===== src/sv/scc_pkg.sv =====
// ----------------------------------------------------------------------------
// scc_pkg
// Shared types, constants and arithmetic helpers for the stereo crosstalk
// canceller: word formats, register map and rounding/saturation functions.
// ----------------------------------------------------------------------------
package scc_pkg;

  // Sample and coefficient widths
  localparam int SW   = 24;   // sample width, signed Q1.23
  localparam int GW   = 18;   // gain width, unsigned Q2.16
  localparam int FW   = 16;   // fraction width, unsigned Q0.16
  localparam int DFW  = 12;   // delay length register width
  localparam int PAW  = 5;    // APB address width
  localparam int PDW  = 32;   // APB data width

  localparam logic signed [63:0] SMAX = (64'sd1 <<< (SW - 1)) - 64'sd1;
  localparam logic signed [63:0] SMIN = -SMAX - 64'sd1;

  // Register reset values
  localparam logic          RST_ENABLE   = 1'b1;
  localparam logic [GW-1:0] RST_IN_GAIN  = 18'd45875;
  localparam logic [GW-1:0] RST_DECAY    = 18'd49145;
  localparam logic [GW-1:0] RST_CENTER   = 18'd45875;
  localparam logic [GW-1:0] RST_END_GAIN = 18'd93617;
  localparam logic [DFW-1:0] RST_DELAY   = 12'd2;
  localparam logic [FW-1:0] RST_FRACTION = 16'd24756;

  // Register map, word index = paddr[4:2]
  typedef enum logic [2:0] {
    REG_ENABLE         = 3'd0,
    REG_INPUT_GAIN     = 3'd1,
    REG_DECAY_GAIN     = 3'd2,
    REG_CENTER_GAIN    = 3'd3,
    REG_END_GAIN       = 3'd4,
    REG_DELAY_FRAMES   = 3'd5,
    REG_DELAY_FRACTION = 3'd6
  } reg_idx_t;

  typedef struct packed {
    logic           enable;
    logic [GW-1:0]  input_gain;
    logic [GW-1:0]  decay_gain;
    logic [GW-1:0]  center_gain;
    logic [GW-1:0]  end_gain;
    logic [DFW-1:0] delay_frames;
    logic [FW-1:0]  delay_fraction;
  } cfg_t;

  typedef struct packed {
    logic signed [SW-1:0] in_left;
    logic signed [SW-1:0] in_right;
  } in_word_t;

  typedef struct packed {
    logic signed [SW-1:0] out_left;
    logic signed [SW-1:0] out_right;
  } out_word_t;

  // One stereo raw frame as held in the delay store
  typedef struct packed {
    logic signed [SW-1:0] left;
    logic signed [SW-1:0] right;
  } frame_t;

  // Sequencer states
  typedef enum logic [2:0] {
    ST_IDLE,
    ST_RDA,
    ST_RDB,
    ST_MIX,
    ST_FB,
    ST_OUT
  } st_t;

  // Round half up then arithmetic shift right
  function automatic logic signed [63:0] rnd_shr(input logic signed [63:0] v,
                                                 input int unsigned sh);
    rnd_shr = (v + (64'sd1 <<< (sh - 1))) >>> sh;
  endfunction

  // Saturate to a sample
  function automatic logic signed [SW-1:0] sat_s(input logic signed [63:0] v);
    logic signed [63:0] t;
    t = v;
    if (v > SMAX) t = SMAX;
    else if (v < SMIN) t = SMIN;
    sat_s = t[SW-1:0];
  endfunction

endpackage


===== src/sv/scc_regs.sv =====
// ----------------------------------------------------------------------------
// scc_regs
// APB register file. Holds the configuration and flags a store clear on any
// write to a defined register.
// ----------------------------------------------------------------------------
module scc_regs (
  input  logic                     clk,
  input  logic                     rst_n,
  input  logic                     psel,
  input  logic                     penable,
  input  logic                     pwrite,
  input  logic [scc_pkg::PAW-1:0]  paddr,
  input  logic [scc_pkg::PDW-1:0]  pwdata,
  output logic [scc_pkg::PDW-1:0]  prdata,
  output logic                     pready,
  output scc_pkg::cfg_t            cfg,
  output logic                     clr
);
  import scc_pkg::*;

  cfg_t     cfg_r;
  reg_idx_t idx;
  logic     wr;
  logic     hit;

  assign pready = 1'b1;
  assign idx    = reg_idx_t'(paddr[PAW-1:2]);
  assign wr     = psel && penable && pwrite;
  assign cfg    = cfg_r;
  assign clr    = wr && hit;

  // Decode: is the word a defined register
  always_comb begin
    unique case (idx)
      REG_ENABLE, REG_INPUT_GAIN, REG_DECAY_GAIN, REG_CENTER_GAIN,
      REG_END_GAIN, REG_DELAY_FRAMES, REG_DELAY_FRACTION: hit = 1'b1;
      default: hit = 1'b0;
    endcase
  end

  // Register writes
  always_ff @(posedge clk) begin
    if (!rst_n) begin
      cfg_r.enable         <= RST_ENABLE;
      cfg_r.input_gain     <= RST_IN_GAIN;
      cfg_r.decay_gain     <= RST_DECAY;
      cfg_r.center_gain    <= RST_CENTER;
      cfg_r.end_gain       <= RST_END_GAIN;
      cfg_r.delay_frames   <= RST_DELAY;
      cfg_r.delay_fraction <= RST_FRACTION;
    end else if (wr) begin
      unique case (idx)
        REG_ENABLE:         cfg_r.enable         <= pwdata[0];
        REG_INPUT_GAIN:     cfg_r.input_gain     <= pwdata[GW-1:0];
        REG_DECAY_GAIN:     cfg_r.decay_gain     <= pwdata[GW-1:0];
        REG_CENTER_GAIN:    cfg_r.center_gain    <= pwdata[GW-1:0];
        REG_END_GAIN:       cfg_r.end_gain       <= pwdata[GW-1:0];
        REG_DELAY_FRAMES:   cfg_r.delay_frames   <= pwdata[DFW-1:0];
        REG_DELAY_FRACTION: cfg_r.delay_fraction <= pwdata[FW-1:0];
        default: ;
      endcase
    end
  end

  // Read-back mux
  always_comb begin
    unique case (idx)
      REG_ENABLE:         prdata = PDW'(cfg_r.enable);
      REG_INPUT_GAIN:     prdata = PDW'(cfg_r.input_gain);
      REG_DECAY_GAIN:     prdata = PDW'(cfg_r.decay_gain);
      REG_CENTER_GAIN:    prdata = PDW'(cfg_r.center_gain);
      REG_END_GAIN:       prdata = PDW'(cfg_r.end_gain);
      REG_DELAY_FRAMES:   prdata = PDW'(cfg_r.delay_frames);
      REG_DELAY_FRACTION: prdata = PDW'(cfg_r.delay_fraction);
      default:            prdata = '0;
    endcase
  end

endmodule


===== config.mk =====
export PLATFORM = sky130hd
export DESIGN_NAME = scc_regs
export DESIGN_NICKNAME = d
export VERILOG_FILES = /design/src/sv/scc_pkg.sv /design/src/sv/scc_regs.sv
export SDC_FILE = /design/constraint.sdc
export NUM_CORES = 1
export LEC_CHECK = 0
export BUFFER_PORTS_ARGS = -buffer_cell sky130_fd_sc_hd__buf_2
export CORE_ASPECT_RATIO = 1.2
export CORE_MARGIN = 8
export CORE_UTILIZATION = 35
export CTS_BUF_LIST = sky130_fd_sc_hd__clkbuf_16
export DETAILED_ROUTE_END_ITERATION = 8
export HOLD_SLACK_MARGIN = 0.06
export PLACE_DENSITY = 0.66
export SLEW_MARGIN = 0
export SYNTH_ARGS = -nofsm -noshare
export SYNTH_HDL_FRONTEND = slang
export SYNTH_SLANG_ARGS = --single-unit

===== constraint.sdc =====
create_clock -name clk -period 1.06 [get_ports clk]
set_input_delay 0.053 -clock clk [delete_from_list [all_inputs] [get_ports clk]]
set_output_delay 0.053 -clock clk [all_outputs]
set_load 0.05 [all_outputs]

Word level (Yosys, flattened, before mapping)
Index checks and enable logic that the tools add are counted.
Storage, ports and cells
  bits of input ports: 42
  logic and storage cells: 27
  bits in registers: 101
  output and inout port bits: 135
Cells by class
  muxes and demuxes: 2
  reductions and logical operators: 12
  equality and inequality tests: 6
Operators by type and width (count)
  $pmux W18 S7: 1
  $reduce_and A2 Y1: 7
  $eq A3 B3 Y1 const B: 3
  $reduce_or A7 Y1: 1
  $eq A3 B2 Y1 const B: 2
  $eq A3 B1 Y1 const B: 1
  $logic_and A1 B1 Y1: 3
  $logic_not A3 Y1: 1
  $mux W1: 1

Logic depth before layout (Yosys ltp)
  word-level depth: 4
  mapped depth: 5
  mapped depth without buffers: 3

Worst setup path after synthesis
Ideal clock, no wire load.
  path type: flip-flop to output port
  start: register cfg_r (netlist bit cfg[38])
  end: output port prdata[10] in the netlist's numbering
  slack: -0.914 ns
  buffers on the path: 0
  stages on the path, launching flop included: 3
  arrival: 1.921 ns
  required time: 1.007 ns
  cells stage by stage: dfxtp_1 > a221oi_1 > o21ai_0
On the way
  longest elaborated chain between the ends: 1
RTL lines
  start: declaration: line scc_regs.sv:21  | cfg_t cfg_r;
  $pmux W18 S7: line scc_regs.sv:67  | unique case (idx)
  end: declaration: line scc_regs.sv:14  | output logic [scc_pkg::PDW-1:0] prdata,
Every way passes these cells.

Worst setup path in the final report
  start: register cfg_r (netlist bit cfg[0])
  end: output port prdata[0] in the netlist's numbering
The elaborated chain is that of the path after synthesis.

==> flow_summary_export.csv <==
group,metric,value,unit
outcome,run_status,"complete, but fails checks",
outcome,violations_in_the_final_reports,"setup timing",
synthesis,synth_seq_area_share,42.2,%
clock_network,clockRootBuffer,"clkbuf_16",
cells_and_area,top_library_cells_by_usage_in_the_layout_fill_and_taps_aside,"146 x buf_4, 71 x mux2i_1, 71 x nand2_1, 57 x buf_2, 56 x dfxtp_2",
clock_network,clk-insertion-delay-late,0.35,ns
synthesis,post_synthesis_area_per_instance,9.08,um2
timing,rsz0062_at_grt,"yes",
setup_path,worstSetupPathType,"flip-flop to output port",
power,static-leakage-power,3.59,nW
setup_path,critical_path_required,1.01,ns
routing,num_vias,5143,
synthesis,synth_cell_types,43,
timing,finalCritPeriodShare,158,%
cells_and_area,final_cell_area_excluding_filler_cells,8220,um2
cells_and_area,antenna-diode-count,0,
place,dp_hpwl,14500,um
setup_path,startpoint_type,"flip-flop",
synthesis,synth_edf_count,0,
die,placementRows,47,
synthesis,synthesis.area,4790,um2
power,switching_share,29.7,%
cells_and_area,numnets_final,834,
global_route,groute.usage.overall,21.6,%
place,gp_routability_congestion,0.905,
clock_network,cts-buffers-inserted,9,
power,powerDensity,1080,nW/um2
clock_network,maximum_count_of_clock_buffers_along_a_single_path,2,
cells_and_area,flow.area_growth_from_synthesis,71.8,%
timing,maxSlewViolCount,0,
clock_network,worst_setup_hold_path_clk_slew,0.07,ns
timing,finalSetupViolations,18,
routing,detail_route.wirelength,19500,um
synthesis,synth-compound-area-share,13.9,%
routing,drc,0,
worst_hold_path,hp-class,"input pin to flip-flop",
timing,hold_violations,0,
die,die_x,123,um
synthesis,async_reset_ff_share,0,%
synthesis,yosys-mux-area-fraction,19.9,%
die,core_area,13600,um2
synthesis,synth-seq-cells,101,
synthesis,synth_top_family_by_area,"multiplexers",
synthesis,syn_inst,527,
cells_and_area,max_ffs_per_register,101,
power,switching_power,2.64,mW
routing,dr.first_iter.drc_count,281,
clock_network,clock_tree.htree_level_count,3,
clock_network,tritoncts_num_sinks,101,
power,power.internal,6.25,mW
die,die_y,144,um
global_route,pin_count_of_the_biggest_net_entering_global_routing,62,
global_route,grt_first_pass_wirelength,29500,um
die,design.die.area,17700,um2
synthesis,postSynth.topFlopCell,"dfxtp_1",
flow_run,max_cap_viol_count,0,
synthesis,synth_fa_ha_area_share,0,%
power,seqPwrFrac,42.5,%
place,dpl-instance-area,7130,um2
place,placement.io_buffers,145,
power,comb_power_share,20.2,%
routing,firstDrtPassIters,5,
global_route,initial_antenna_violation_count,0,
routing,average_detailed_routed_wire_length_per_instance,20.2,um
die,start_util,35.2,%
routing,final_antenna_net_count,0,
timing,final_worst_setup_slack,-0.611,ns
power,final_total_pwr,8.89,mW
synthesis,post_synth_xor_area_fraction,0,%
power,relative_contribution_of_the_clock_network_to_total_power,37.2,%
die,io_pins,177,
cells_and_area,mostFrequentLayoutCell,"buf_4",
setup_path,cp_data_arrival_time,1.62,ns
routing,routed_via_density,5.31,
timing,clock-skew-final,0,ns
setup_path,cp-end-kind,"output port",
timing,crit_path_time_final,1.67,ns
timing,clock.fmax,598,MHz
synthesis,post_synth_and_or_nand_nor_area_fraction,16.6,%
setup_path,critPathMaxFanout,2,
clock_network,cts_tree,"built",
power,power.ir.vdd_worst,689,uV
cells_and_area,layout-drive-gt1-share,57.5,%
cells_and_area,nFillCells,1139,
global_route,globalRouteOverflowTotal,0,
synthesis,synth_warnings,0,
global_route,grt_pass1_vias,5394,
[layer usage]
| layer | vias up | GRT usage (%) | wire (um) |
|---|---|---|---|
| li1 | 2404 | - | - |
| met1 | 2510 | 25.5 | 7890 |
| met2 | 196 | 37.2 | 9870 |
| met3 | 33 | 3.63 | 1190 |
| met4 | 0 | 9.77 | 563 |
| met5 | - | 0 | 0 |
[final timing paths]
kind,startpoint,end,slack (ns),cells after the start
worst min-delay path,rst_n,cfg[73],0.15,3
worst min register to register,cfg[84],cfg[84],0.48,2
worst max-delay path,cfg[0],prdata[0],-0.61,3
worst max register to register,cfg[97],cfg[97],0.18,2
[final cells by class]
class | count | area, um2 | share of cell area, %
clock buffer | 9 | 225 | 2.74
inverter | 7 | 30.0 | 0.365
clock inverter | 7 | 66.3 | 0.806
tap | 171 | 214 | 2.60
sequential | 101 | 2230 | 27.1
multi-input combinational | 374 | 2950 | 35.9
timing repair buffer | 299 | 2510 | 30.5
[kinds of logic after synthesis]
group	after synthesis
AO/OA/AOI/OAI	100
buffers and inverters	65
flip-flops	101
multiplexers	92
other	2
AND/OR/NAND/NOR	167
[power by group through the flow]
stage / Combinational (mW) / Clock [mW] / Sequential, mW
floorplan: 0.964 / 0 / 3.99
global placement: 1.56 / 0 / 3.86
detailed placement: 1.58 / 0 / 3.86
CTS: 1.77 / 3.34 / 3.78
global route: 1.88 / 3.51 / 3.78
finish: 1.80 / 3.31 / 3.78
[stage by stage]
step | util, % | TNS [ns] | setup WS, ns | instances | hold slack [ns]
global route | 60.5 | -7.07 | -0.641 | 968 | 0.146
detailed placement | 52.5 | -39.26 | -0.434 | 931 | 0.331
global placement | 52.5 | -36.39 | -0.401 | 931 | 0.324
finish | 60.5 | -6.31 | -0.611 | 968 | 0.147
floorplan | - | -1.72 | -0.334 | 540 | 0.188
CTS | 59.4 | -6.44 | -0.627 | 967 | 0.135
[critical path: stages (launching register included)]
cell and delay [ns]:
dfxtp_4 0.35, mux4_2 0.47, mux2_4 0.29, buf_6 0.15
[Yosys cell counts (all sizes together) (2+ instances only)]
cell type | instances | area (um2)
a21oi | 6 | 30.0
a221oi | 6 | 52.6
a22oi | 9 | 67.6
a2bb2oi | 2 | 17.5
a31oi | 2 | 12.5
buf | 33 | 223
clkbuf | 25 | 93.8
conb | 2 | 7.51
dfxtp | 101 | 2020
inv | 6 | 22.5
mux2 | 16 | 180
mux2i | 75 | 751
nand2 | 78 | 298
nand2b | 3 | 18.8
nand3 | 49 | 258
nand3b | 2 | 15.0
nand4 | 2 | 12.5
nor2 | 13 | 56.3
nor2b | 13 | 81.3
o211ai | 14 | 105
o21ai | 41 | 205
o221ai | 7 | 61.3
o2bb2ai | 3 | 26.3
o311ai | 4 | 35.0
[timing repair]
action,4_1_cts,5_1_grt
gates resized for setup,141,46
setup buffers,3,1
setup endpoints to repair,77,62
endpoints found under the hold margin,63,0
pin swaps,13,5
hold buffers,18,0
Power figures use the tool's default switching activity.
